File: config.mk
export PLATFORM = sky130hd
export DESIGN_NAME = class_probability_fusion
export DESIGN_NICKNAME = d
export VERILOG_FILES = /design/src/sv/cpf_pkg.sv /design/src/sv/class_probability_fusion.sv /design/src/sv/cpf_ram.sv /design/src/sv/cpf_mul.sv /design/src/sv/cpf_div.sv
export SDC_FILE = /design/constraint.sdc
export NUM_CORES = 1
export LEC_CHECK = 0
export ABC_AREA = 1
export BUFFER_PORTS_ARGS = -buffer_cell sky130_fd_sc_hd__buf_2
export CORE_MARGIN = 10
export CORE_UTILIZATION = 45
export DETAILED_ROUTE_END_ITERATION = 16
export PLACE_DENSITY = 0.69
export SYNTH_ARGS = -nofsm -noshare
export SYNTH_HDL_FRONTEND = slang
export SYNTH_SLANG_ARGS = --single-unit
File: constraint.sdc
create_clock -name clk -period 5.2 [get_ports clk]
set_clock_uncertainty 0.2 [all_clocks]
set_input_delay 0.26 -clock clk [delete_from_list [all_inputs] [get_ports clk]]
set_output_delay 0.26 -clock clk [all_outputs]
set_load 0.02 [all_outputs]
File: src/sv/cpf_pkg.sv
package cpf_pkg;

    // Sequencer states of the fusion block
    typedef enum logic [2:0] {
        ST_IDLE,
        ST_PMUL,
        ST_ACC,
        ST_USTART,
        ST_UMUL,
        ST_READ,
        ST_RWAIT,
        ST_DIV
    } cpf_state_t;

    // Handshake between the sequencer and a serial arithmetic unit
    typedef struct packed {
        logic start;
    } cpf_unit_req_t;

    typedef struct packed {
        logic busy;
        logic done;
    } cpf_unit_rsp_t;

endpackage

File: src/sv/class_probability_fusion.sv
// Fuses two class-probability vectors (Q1.F, F = PROB_FRAC_BITS) that arrive
// one class per beat, with last_class on the final class. A beat is taken on
// a clock edge where start is high and busy is low; inputs above 1.0 are
// saturated to 1.0. Each beat stores a*b and adds to running sums; beats past
// MAX_CLASSES are dropped, though a dropped marked beat still closes the
// vector. After the marked beat the block emits one beat per stored class,
// fused_prob = floor(p * 2^F / (sum p + uA*uB + eps)), where uA, uB are one
// minus each vector sum clamped at zero and eps is 1e-6 in Q1.2F. Results
// appear for exactly one cycle with valid high; the receiver cannot stall
// them, so it must take every valid cycle. An input beat occupies the block
// while the bit-serial multiplier (one multiplier bit per cycle) forms a*b.
// A marked beat then runs the multiplier again for the unknown-mass product,
// and each emitted class takes a registered read of the product store and a
// pass of the bit-serial divider (one quotient bit per cycle). busy is low
// again in the cycle that carries the final result.
module class_probability_fusion
    import cpf_pkg::*;
#(
    parameter int MAX_CLASSES    = 16,
    parameter int PROB_FRAC_BITS = 15
) (
    input  logic        clk,
    input  logic        rst_n,
    input  logic        start,
    output logic        busy,
    input  logic [15:0] prob_a,
    input  logic [15:0] prob_b,
    input  logic        last_class,
    output logic        valid,
    output logic [15:0] fused_prob,
    output logic [3:0]  class_index,
    output logic        last_out
);

    // Widths
    localparam int AW  = PROB_FRAC_BITS + 1;           // saturated probability
    localparam int SW  = 2 * PROB_FRAC_BITS + 1;       // one product, Q1.2F
    localparam int CW  = $clog2(MAX_CLASSES + 1);      // class count
    localparam int IW  = $clog2(MAX_CLASSES);          // store address
    localparam int SAW = AW + CW;                      // probability sums
    localparam int PSW = SW + CW;                      // product sum
    localparam int DW  = SW + CW + 1;                  // denominator
    localparam int XW  = (AW > 16) ? AW : 16;          // saturation compare

    localparam logic [AW-1:0] ONE = {1'b1, {PROB_FRAC_BITS{1'b0}}};

    // eps = round(1e-6 * 2^(2F)), at least 1
    localparam longint unsigned EPS_RAW =
        ((64'd1 << (2 * PROB_FRAC_BITS)) + 64'd500000) / 64'd1000000;
    localparam longint unsigned EPS = (EPS_RAW == 0) ? 64'd1 : EPS_RAW;

    cpf_state_t state_reg, state_next;

    logic [AW-1:0]  a_reg, a_next;
    logic [AW-1:0]  b_reg, b_next;
    logic           last_reg, last_next;
    logic [SAW-1:0] sum_a_reg, sum_a_next;
    logic [SAW-1:0] sum_b_reg, sum_b_next;
    logic [PSW-1:0] psum_reg, psum_next;
    logic [CW-1:0]  count_reg, count_next;
    logic [DW-1:0]  den_reg, den_next;
    logic [IW-1:0]  idx_reg, idx_next;
    logic           valid_reg, valid_next;
    logic [15:0]    fused_reg, fused_next;
    logic [3:0]     index_reg, index_next;
    logic           last_out_reg, last_out_next;

    // Saturated inputs
    logic [XW-1:0]  a_ext, b_ext;
    logic [AW-1:0]  a_sat, b_sat;

    // Unknown masses
    logic [AW-1:0]  unk_a, unk_b;

    // Sequencer outputs
    logic           mul_sel_unk;
    logic           store_we;
    logic           store_re;
    logic           room;
    logic           final_class;

    cpf_unit_req_t  mul_req, div_req;
    cpf_unit_rsp_t  mul_rsp, div_rsp;
    logic [AW-1:0]  mul_a, mul_b;
    logic [2*AW-1:0] mul_p;
    logic [SW-1:0]  store_rdata;
    logic [PROB_FRAC_BITS-1:0] div_q;

    always_comb
    begin
        a_ext = XW'(prob_a);
        b_ext = XW'(prob_b);
        a_sat = (a_ext > XW'(ONE)) ? ONE : a_ext[AW-1:0];
        b_sat = (b_ext > XW'(ONE)) ? ONE : b_ext[AW-1:0];
        unk_a = (sum_a_reg >= SAW'(ONE)) ? '0 : AW'(SAW'(ONE) - sum_a_reg);
        unk_b = (sum_b_reg >= SAW'(ONE)) ? '0 : AW'(SAW'(ONE) - sum_b_reg);
        room        = (count_reg < CW'(MAX_CLASSES));
        final_class = ((CW'(idx_reg) + CW'(1)) == count_reg);
    end

    // Next state
    always_comb
    begin
        state_next = state_reg;
        unique case (state_reg)
            ST_IDLE:
            begin
                if (start)
                begin
                    state_next = ST_PMUL;
                end
            end
            ST_PMUL:
            begin
                if (mul_rsp.done)
                begin
                    state_next = ST_ACC;
                end
            end
            ST_ACC:
            begin
                state_next = last_reg ? ST_USTART : ST_IDLE;
            end
            ST_USTART:
            begin
                state_next = ST_UMUL;
            end
            ST_UMUL:
            begin
                if (mul_rsp.done)
                begin
                    state_next = ST_READ;
                end
            end
            ST_READ:
            begin
                state_next = ST_RWAIT;
            end
            ST_RWAIT:
            begin
                state_next = ST_DIV;
            end
            ST_DIV:
            begin
                if (div_rsp.done)
                begin
                    state_next = final_class ? ST_IDLE : ST_READ;
                end
            end
            default:
            begin
                state_next = ST_IDLE;
            end
        endcase
    end

    // Sequencer outputs
    always_comb
    begin
        busy          = 1'b1;
        mul_req.start = 1'b0;
        mul_sel_unk   = 1'b0;
        store_we      = 1'b0;
        store_re      = 1'b0;
        div_req.start = 1'b0;
        unique case (state_reg)
            ST_IDLE:
            begin
                busy          = 1'b0;
                mul_req.start = start;
            end
            ST_ACC:
            begin
                store_we = room;
            end
            ST_USTART:
            begin
                mul_req.start = 1'b1;
                mul_sel_unk   = 1'b1;
            end
            ST_READ:
            begin
                store_re = 1'b1;
            end
            ST_RWAIT:
            begin
                div_req.start = 1'b1;
            end
            default:
            begin
                busy = 1'b1;
            end
        endcase
    end

    assign mul_a = mul_sel_unk ? unk_a : a_sat;
    assign mul_b = mul_sel_unk ? unk_b : b_sat;

    // Datapath
    always_comb
    begin
        a_next        = a_reg;
        b_next        = b_reg;
        last_next     = last_reg;
        sum_a_next    = sum_a_reg;
        sum_b_next    = sum_b_reg;
        psum_next     = psum_reg;
        count_next    = count_reg;
        den_next      = den_reg;
        idx_next      = idx_reg;
        valid_next    = 1'b0;
        fused_next    = fused_reg;
        index_next    = index_reg;
        last_out_next = last_out_reg;

        if (state_reg == ST_IDLE && start)
        begin
            a_next    = a_sat;
            b_next    = b_sat;
            last_next = last_class;
        end

        if (state_reg == ST_ACC && room)
        begin
            sum_a_next = sum_a_reg + SAW'(a_reg);
            sum_b_next = sum_b_reg + SAW'(b_reg);
            psum_next  = psum_reg + PSW'(mul_p[SW-1:0]);
            count_next = count_reg + CW'(1);
        end

        if (state_reg == ST_USTART)
        begin
            den_next = DW'(psum_reg) + DW'(EPS);
        end

        if (state_reg == ST_UMUL && mul_rsp.done)
        begin
            den_next = den_reg + DW'(mul_p);
            idx_next = '0;
        end

        if (state_reg == ST_DIV && div_rsp.done)
        begin
            valid_next    = 1'b1;
            fused_next    = 16'(div_q);
            index_next    = 4'(idx_reg);
            last_out_next = final_class;
            if (final_class)
            begin
                // vector closed: start the next one from zero
                sum_a_next = '0;
                sum_b_next = '0;
                psum_next  = '0;
                count_next = '0;
            end
            else
            begin
                idx_next = idx_reg + IW'(1);
            end
        end
    end

    always_ff @(posedge clk or negedge rst_n)
    begin
        if (!rst_n)
        begin
            state_reg <= ST_IDLE;
            sum_a_reg <= '0;
            sum_b_reg <= '0;
            psum_reg  <= '0;
            count_reg <= '0;
            idx_reg   <= '0;
            valid_reg <= 1'b0;
        end
        else
        begin
            state_reg <= state_next;
            sum_a_reg <= sum_a_next;
            sum_b_reg <= sum_b_next;
            psum_reg  <= psum_next;
            count_reg <= count_next;
            idx_reg   <= idx_next;
            valid_reg <= valid_next;
        end
    end

    always_ff @(posedge clk)
    begin
        a_reg        <= a_next;
        b_reg        <= b_next;
        last_reg     <= last_next;
        den_reg      <= den_next;
        fused_reg    <= fused_next;
        index_reg    <= index_next;
        last_out_reg <= last_out_next;
    end

    // Shared bit-serial multiplier: a*b per beat, then uA*uB at end of vector
    cpf_mul #(
        .W(AW)
    ) u_mul (
        .clk  (clk),
        .rst_n(rst_n),
        .req  (mul_req),
        .a    (mul_a),
        .b    (mul_b),
        .rsp  (mul_rsp),
        .p    (mul_p)
    );

    // Product store, written at the class count, read back in class order
    cpf_ram #(
        .WIDTH(SW),
        .DEPTH(MAX_CLASSES)
    ) u_store (
        .clk  (clk),
        .we   (store_we),
        .waddr(count_reg[IW-1:0]),
        .wdata(mul_p[SW-1:0]),
        .re   (store_re),
        .raddr(idx_reg),
        .rdata(store_rdata)
    );

    // Bit-serial normalizing divider
    cpf_div #(
        .NW(SW),
        .DW(DW),
        .QW(PROB_FRAC_BITS)
    ) u_div (
        .clk  (clk),
        .rst_n(rst_n),
        .req  (div_req),
        .num  (store_rdata),
        .den  (den_reg),
        .rsp  (div_rsp),
        .q    (div_q)
    );

    assign valid       = valid_reg;
    assign fused_prob  = fused_reg;
    assign class_index = index_reg;
    assign last_out    = last_out_reg;

`ifndef ASSERT_OFF
    // An accepted beat always occupies the block
    a_accept_busy: assert property (@(posedge clk) disable iff (!rst_n)
        start && !busy |=> busy)
        else $error("accepted beat did not make block busy");

    // Class count never passes the store depth
    a_count_range: assert property (@(posedge clk) disable iff (!rst_n)
        count_reg <= CW'(MAX_CLASSES))
        else $error("class count beyond store depth");

    // Final result frees the block; earlier results keep it busy
    a_last_frees: assert property (@(posedge clk) disable iff (!rst_n)
        valid && last_out |-> !busy && count_reg == '0)
        else $error("block not released after final result");

    a_mid_busy: assert property (@(posedge clk) disable iff (!rst_n)
        valid && !last_out |-> busy)
        else $error("block idle in the middle of emission");

    // Results are spaced by at least one divide
    a_no_repeat: assert property (@(posedge clk) disable iff (!rst_n)
        valid |=> !valid)
        else $error("back-to-back result strobes");
`endif

endmodule

File: src/sv/cpf_ram.sv
module cpf_ram #(
    parameter int WIDTH = 31,
    parameter int DEPTH = 16
) (
    input  logic                     clk,
    input  logic                     we,
    input  logic [$clog2(DEPTH)-1:0] waddr,
    input  logic [WIDTH-1:0]         wdata,
    input  logic                     re,
    input  logic [$clog2(DEPTH)-1:0] raddr,
    output logic [WIDTH-1:0]         rdata
);

    logic [WIDTH-1:0] mem [DEPTH];
    logic [WIDTH-1:0] rdata_reg;

    always_ff @(posedge clk)
    begin
        if (we)
        begin
            mem[waddr] <= wdata;
        end
        if (re)
        begin
            rdata_reg <= mem[raddr];
        end
    end

    assign rdata = rdata_reg;

endmodule

File: src/sv/cpf_mul.sv
// Shift-add multiplier, one multiplier bit per cycle.
module cpf_mul
    import cpf_pkg::*;
#(
    parameter int W = 16
) (
    input  logic            clk,
    input  logic            rst_n,
    input  cpf_unit_req_t   req,
    input  logic [W-1:0]    a,
    input  logic [W-1:0]    b,
    output cpf_unit_rsp_t   rsp,
    output logic [2*W-1:0]  p
);

    localparam int CNTW = $clog2(W + 1);

    logic [W-1:0]    mcand_reg, mcand_next;
    logic [2*W-1:0]  acc_reg, acc_next;
    logic [CNTW-1:0] cnt_reg, cnt_next;
    logic            done_reg, done_next;
    logic [W:0]      upper;

    always_comb
    begin
        upper      = {1'b0, acc_reg[2*W-1:W]} + (acc_reg[0] ? {1'b0, mcand_reg} : '0);
        mcand_next = mcand_reg;
        acc_next   = acc_reg;
        cnt_next   = cnt_reg;
        done_next  = 1'b0;
        if (req.start)
        begin
            mcand_next = a;
            acc_next   = {{W{1'b0}}, b};
            cnt_next   = CNTW'(W);
        end
        else if (cnt_reg != '0)
        begin
            acc_next  = {upper, acc_reg[W-1:1]};
            cnt_next  = cnt_reg - CNTW'(1);
            done_next = (cnt_reg == CNTW'(1));
        end
    end

    always_ff @(posedge clk or negedge rst_n)
    begin
        if (!rst_n)
        begin
            cnt_reg  <= '0;
            done_reg <= 1'b0;
        end
        else
        begin
            cnt_reg  <= cnt_next;
            done_reg <= done_next;
        end
    end

    always_ff @(posedge clk)
    begin
        mcand_reg <= mcand_next;
        acc_reg   <= acc_next;
    end

    assign rsp.busy = (cnt_reg != '0);
    assign rsp.done = done_reg;
    assign p        = acc_reg;

endmodule

File: src/sv/cpf_div.sv
// Restoring fraction divider, one quotient bit per cycle: q = floor(num * 2^QW / den).
module cpf_div
    import cpf_pkg::*;
#(
    parameter int NW = 31,
    parameter int DW = 37,
    parameter int QW = 15
) (
    input  logic           clk,
    input  logic           rst_n,
    input  cpf_unit_req_t  req,
    input  logic [NW-1:0]  num,
    input  logic [DW-1:0]  den,
    output cpf_unit_rsp_t  rsp,
    output logic [QW-1:0]  q
);

    localparam int CNTW = $clog2(QW + 1);

    logic [DW-1:0]   rem_reg, rem_next;
    logic [DW-1:0]   den_reg, den_next;
    logic [QW-1:0]   q_reg, q_next;
    logic [CNTW-1:0] cnt_reg, cnt_next;
    logic            done_reg, done_next;
    logic [DW:0]     shifted;
    logic [DW:0]     diff;
    logic            ge;

    always_comb
    begin
        shifted   = {rem_reg, 1'b0};
        diff      = shifted - {1'b0, den_reg};
        ge        = (shifted >= {1'b0, den_reg});
        rem_next  = rem_reg;
        den_next  = den_reg;
        q_next    = q_reg;
        cnt_next  = cnt_reg;
        done_next = 1'b0;
        if (req.start)
        begin
            rem_next = DW'(num);
            den_next = den;
            q_next   = '0;
            cnt_next = CNTW'(QW);
        end
        else if (cnt_reg != '0)
        begin
            rem_next  = ge ? diff[DW-1:0] : shifted[DW-1:0];
            q_next    = {q_reg[QW-2:0], ge};
            cnt_next  = cnt_reg - CNTW'(1);
            done_next = (cnt_reg == CNTW'(1));
        end
    end

    always_ff @(posedge clk or negedge rst_n)
    begin
        if (!rst_n)
        begin
            cnt_reg  <= '0;
            done_reg <= 1'b0;
        end
        else
        begin
            cnt_reg  <= cnt_next;
            done_reg <= done_next;
        end
    end

    always_ff @(posedge clk)
    begin
        rem_reg <= rem_next;
        den_reg <= den_next;
        q_reg   <= q_next;
    end

    assign rsp.busy = (cnt_reg != '0);
    assign rsp.done = done_reg;
    assign q        = q_reg;

endmodule
# Word-level counts from Yosys, hierarchy flattened
# Memory sizes are Yosys's and may differ from the RTL's. A register that Yosys moved wholly into a read port is not among the register bits.
# Cells that the tools add are included.
[totals]
word_cells = 124
regBits = 329
out_inout_bits = 23
ram_bits = 496
n_memories = 1
inputBits = 36
[mem_list]
columns = ["name", "words", "width", "rd", "rd_ports_with_merged_regs", "wr", "line_no", "text"]
rows = [
  ["u_store.mem", 16, 31, 1, 1, 1, "cpf_ram.sv:14", "logic [WIDTH-1:0] mem [DEPTH];"],
]
[op_classes]
n_mux = 53
n_addsub = 14
n_lt_le_gt_ge = 6
reduce_logical = 11
n_eq_ne = 14
[op_table]
columns = ["operator", "count"]
rows = [
  ["16-bit 2-to-1 mux", 9],
  ["21-bit 2-to-1 mux", 6],
  ["37-bit 2-to-1 mux", 3],
  ["36-bit 2-to-1 mux", 3],
  ["31-bit 2-to-1 mux", 2],
  ["21-bit by 16-bit adder with 21-bit output", 2],
  ["21-bit by 16-bit greater-or-equal comparator with 1-bit output (second input constant)", 2],
  ["38-bit by 37-bit greater-or-equal comparator with 1-bit output", 1],
  ["36-bit by 11-bit adder with 37-bit output (second input constant)", 1],
  ["37-bit by 32-bit adder with 37-bit output", 1],
  ["37-bit subtractor", 1],
  ["36-bit by 31-bit adder with 36-bit output", 1],
  ["16-bit greater-than comparator (second input constant)", 2],
  ["16-bit subtractor (first input constant)", 2],
  ["5-bit 2-to-1 mux", 5],
  ["3-bit case mux with 8 select lines", 1],
  ["4-bit 2-to-1 mux", 5],
  ["16-bit by 16-bit adder with 17-bit output", 1],
  ["3-bit 2-to-1 mux", 5],
  ["3-bit == test (second input constant)", 4],
  ["1-bit 2-to-1 mux", 12],
  ["3-bit by 2-bit == test with 1-bit output (second input constant)", 2],
  ["2-bit by 1-bit != test with 1-bit output (second input constant)", 3],
  ["2-bit nonzero test", 3],
  ["other kinds (18)", 21],
]

# Longest topological paths before layout
[logic_depth]
ltp_word = 5
mapped_depth = 17
depth_no_buf = 17

# Modules after synthesis
# From an unflattened synthesis, not the netlist that was laid out.
[hier_totals]
hier_cells = 5835
area_unflattened_um2 = 48071.1
[by_module_without_submodules]
columns = ["mod", "area_per_inst_um2", "cells_per_inst", "seq_area_each_um2", "instances"]
rows = [
  ["cpf_ram", 22345.2, 2056, 15825.2, 1],
  ["class_probability_fusion", 15930.3, 2453, 4979.8, 1],
  ["cpf_div", 6590.1, 908, 2587.5, 1],
  ["cpf_mul", 3205.6, 418, 1431.4, 1],
]

# Least setup slack after synthesis
# OpenSTA, ideal clock, no wires.
[synth_timing]
path_type = "register to register"
startpoint = "register state_reg[0]"
endpoint = "register u_mul.acc_reg[0], in the netlist u_mul.p[0], enable pin"
path_buffers = 0
path_slack_ns = 1.418
period_less_slack_ns = 3.782
required_time_ns = 4.627
t_arrival_ns = 3.209
setup_ns = 0.373
stages_incl_launch_ff = 8
path_cell_list = "dfrtp_1 > nor2_1 > nand2_1 > nor2_1 > inv_1 > nand2_1 > nor2_2 > inv_1"
[synth_between]
elab_chain_cells = 3
word_cells_on_any_way = 4
cone_classes = "eq/ne (1); mux (1); reduce/logical (2)"
[synth_lines]
columns = ["item", "line_no", "text"]
rows = [
  ["start: declaration", "class_probability_fusion.sv:52", "cpf_state_t state_reg, state_next;"],
  ["start signal: assignment", "class_probability_fusion.sv:277", "state_reg <= state_next;"],
  ["3-bit by 2-bit == test with 1-bit output or 3-bit logical NOT (tied branches)", "class_probability_fusion.sv:166", "unique case (state_reg)"],
  ["1-bit case mux with 2 select lines (*)", "class_probability_fusion.sv:166", ""],
  ["2-bit nonzero test (no source line) (*)", "n/a", ""],
  ["end signal: assignment", "cpf_mul.sv:62", "acc_reg <= acc_next;"],
  ["end: declaration", "cpf_mul.sv:19", "logic [2*W-1:0] acc_reg, acc_next;"],
]
# Every way passes the cells marked *; elsewhere a longest branch is shown, timed or not.
# A chain may end at the register's enable or synchronous reset.

# Worst setup path after layout
[layout_timing]
startpoint = "register u_div.rem_reg[27]"
endpoint = "register u_div.rem_reg[12] (data pin)"
[layout_between]
elab_chain_cells = 4
[layout_lines]
columns = ["item", "line_no", "text"]
rows = [
  ["start: declaration", "cpf_div.sv:20", "logic [DW-1:0] rem_reg, rem_next;"],
  ["start signal: assignment", "cpf_div.sv:71", "rem_reg <= rem_next;"],
  ["38-bit by 37-bit greater-or-equal comparator with 1-bit output", "cpf_div.sv:33", "ge = (shifted >= {1'b0, den_reg});"],
  ["37-bit 2-to-1 mux", "cpf_div.sv:48", "rem_next = ge ? diff[DW-1:0] : shifted[DW-1:0];"],
  ["31-bit 2-to-1 mux", "cpf_div.sv:46", "else if (cnt_reg != '0)"],
  ["31-bit 2-to-1 mux", "cpf_div.sv:39", "if (req.start)"],
  ["named net u_div.rem_next[12]", "cpf_div.sv:20", ""],
]
# The timed path passes the listed nets, and every way through them passes these cells. The select of a mux whose other input is x is not followed.

==> results.ini <==
[drt]
vias = 34383
routed_via_density = 5.51
wl_per_cell_um = 19.7
firstDrtPassIters = 6
ant_nets = 0
drc = 0
first_iter_violations = 3286
drt_wl_total_mm = 123

[floorplanning]
num_rows = 116
coreArea_um2 = 99900
start_util_pct = 45.2
die_area_um2 = 113000
die_h_um = 337
ios = 59
die_x_um = 337

[power_and_ir_drop]
ir_drop_mv = 0.390
p_leak_uw = 0.0202
power.density_nw_per_um2 = 598

[sta]
finalHoldViolCount = 0
drv_slew = 0
maxSlewHeadroom_pct = 20.5
fin_setup_tns_ns = 0
min_period_over_period_pct = 66.6
setup_slack_ns = 1.74
rsz0062_at_grt = false
layout_min_cycle_time_ns = 3.46
tightest_slew_ns = 1.19
max_freq_ghz = 0.289
setup_violations = 0

[clocking]
cts.sinks = 856
clk_path_buf_depth = 3
cts-root-buf = clkbuf_16
htree_levels = 3
cts_made_buffers = 91
clock_latency_ns = 0.68
cts_tree = done
path_clk_slew_ns = 0.06

[synthesis]
synth.avg_cell_area_um2 = 9.41
synth_nets = 5002
synth_flop_cell = edfxtp_1
yosys_warnings = 0
yosysSeqAreaShare_pct = 55.0
syn_area_um2 = 45100
postSynthCellCount = 4799
async_reset_ff_share_pct = 11.9
synth.distinct_cells = 60
synth_top_area_cell = edfxtp_1
synth_top_area_share_pct = 47.7
ys_ff_latch = 856
synth_edf_count = 717
synth_area_leaders = edfxtp_1, nand2_1, dfrtp_1, inv_1, ha_1

[final_layout]
top_register = u_store.mem
nets = 5076
final_cell_mix = nand2_1, edfxtp_1, inv_1
utilization_pct = 50.2
syn2layout_area_growth_pct = 11.0
layout-drive-gt1-share_pct = 6.81
final_common_cell = nand2_1
largest_reg_flops = 496
nFillCells = 9009

[grt]
antenna_found_initial = 2
overflow = 0
grtUsageTotal_pct = 21.1
grt_pass1_vias = 32541
grt_max_degree = 114
grt_pass1_wl_mm = 187

[critical_path]
crit_path_end_kind = register
crit_type = reg -> reg
worstPathMaxFanout = 63
path_cells = ha_1 > nand2_2 > inv_2 > a21oi_1 > nand2_1 > a21oi_2 > nand4_4 > o21ai_1 > o21ai_1
crit_top_cell = o21ai_1
cp_slowest_stage_delay_ns = 0.74
crit_path_start_kind = register
worstPathRequired_ns = 5.37
critPathArrivalTime_ns = 3.64
slowest_stage = nand4_4

[flow_run]
max_cap_violations = 0

[place]
gp_congestion = 0.961
dp_hpwl_mm = 83.2
place_ws_ns = 1.75
io_buffers = 57

[run_status]
status = complete, no violations

[worst_hold_path]
hp-class = in -> async

[where the power goes]
group	switching [uW]	internal (uW)	total [uW]	leakage (uW)
Sequential	1790	9500	11300	0.00808
Clock	2750	3490	6240	0.00139
Combinational	8160	4270	12400	0.0107
[layer usage]
metal | vias to the layer above | part of all wire, % | track usage, %
met2 | 1150 | 47 | 35.1
met5 | - | 0.020 | 0
li1 | 16665 | - | -
met1 | 16384 | 43 | 28.3
met3 | 180 | 7.2 | 3.12
met4 | 4 | 2.9 | 6.75
[repair_timing]
item,CTS,global route
hold buffers,35,0
buffers inserted,0,0
gates resized for setup,0,0
hold endpoints to repair,128,0
[synthesized netlist by cell type, types with 7 or more instances]
master / instances
o22ai_1: 9
nor2_1: 394
nor2_2: 11
o21ai_0: 345
or2_2: 22
inv_2: 18
o211ai_1: 155
xnor2_1: 37
nor3_1: 50
dfrtp_1: 102
buf_2: 38
o21bai_1: 21
a31oi_1: 30
a21boi_0: 7
or2_1: 8
inv_1: 612
dfxtp_1: 37
buf_4: 21
mux2i_1: 124
nor4_1: 11
clkbuf_1: 83
a21o_1: 16
buf_1: 17
nand2_1: 924
ha_1: 161
xor2_1: 39
o21a_1: 7
nand3_1: 261
edfxtp_1: 717
o21ai_1: 45
a21oi_1: 369
nand3b_1: 12
nand4_1: 42
[worst paths after layout]
kind / start / endpoint / slack [ns] / cells after the start
min in group clk: last_class / last_reg$_DFFE_PP_ / 0.13 / 2
worst min-delay path: rst_n / sum_b_reg[4]$_DFF_PN0_ / 0.08 / 2
worst min register to register: u_div.q[14]$_SDFFE_PP0N_ / fused_prob[14]$_DFFE_PP_ / 0.23 / 0
max in group asynchronous: rst_n / sum_a_reg[16]$_DFF_PN0_ / 3.68 / 3
worst max-delay path: u_div.rem_reg[27]$_DFFE_PP_ / u_div.rem_reg[12]$_DFFE_PP_ / 1.74 / 9
worst max register to register: u_div.rem_reg[27]$_DFFE_PP_ / u_div.rem_reg[12]$_DFFE_PP_ / 1.74 / 9
[worst max-delay path: cells and delay by family, from the launching register on]
| kind | cells | cell delay (ns) |
|---|---|---|
| compound gates | 4 | 1.12 |
| simple gates | 3 | 1.01 |
| flops | 1 | 0.39 |
| fa+ha+maj | 1 | 0.37 |
| buf+inv | 1 | 0.03 |
[final cells by class]
| class | count | area, um2 | share of cell area (%) |
|---|---|---|---|
| timing repair buffer | 144 | 1050 | 2.10 |
| antenna | 1 | 2.50 | 0.00500 |
| inverter | 632 | 2380 | 4.75 |
| sequential | 856 | 24800 | 49.6 |
| clock inverter | 50 | 395 | 0.789 |
| multi-input combinational | 3148 | 17300 | 34.6 |
| clock buffer | 116 | 2470 | 4.94 |
| tap | 1298 | 1620 | 3.24 |
[metrics by stage]
stage | std cells | hold slack, ns | cell area (um2) | total power [uW]
final | 6245 | 0.0757 | 50100 | 29900
after global routing | 6244 | 0.119 | 50100 | 32000
after CTS | 6244 | 0.0624 | 50100 | 29900
after detailed placement | 6043 | 0.219 | 46900 | 23600
after global placement | 6043 | 0.213 | 46900 | 23300
after floorplan | 4799 | -0.236 | 45100 | 19900
[cell families after synthesis]
kind of cell | share of synthesized area [%]
AOI/OAI and AO/OA | 12.9
xor gates and xnor gates | 1.51
adders and majority gates | 4.73
buffers and inverters | 6.95
DFF | 55.0
muxes | 2.75
other | 0.00831
and+or+nand+nor | 16.2
Power figures use the tool's default switching activity.
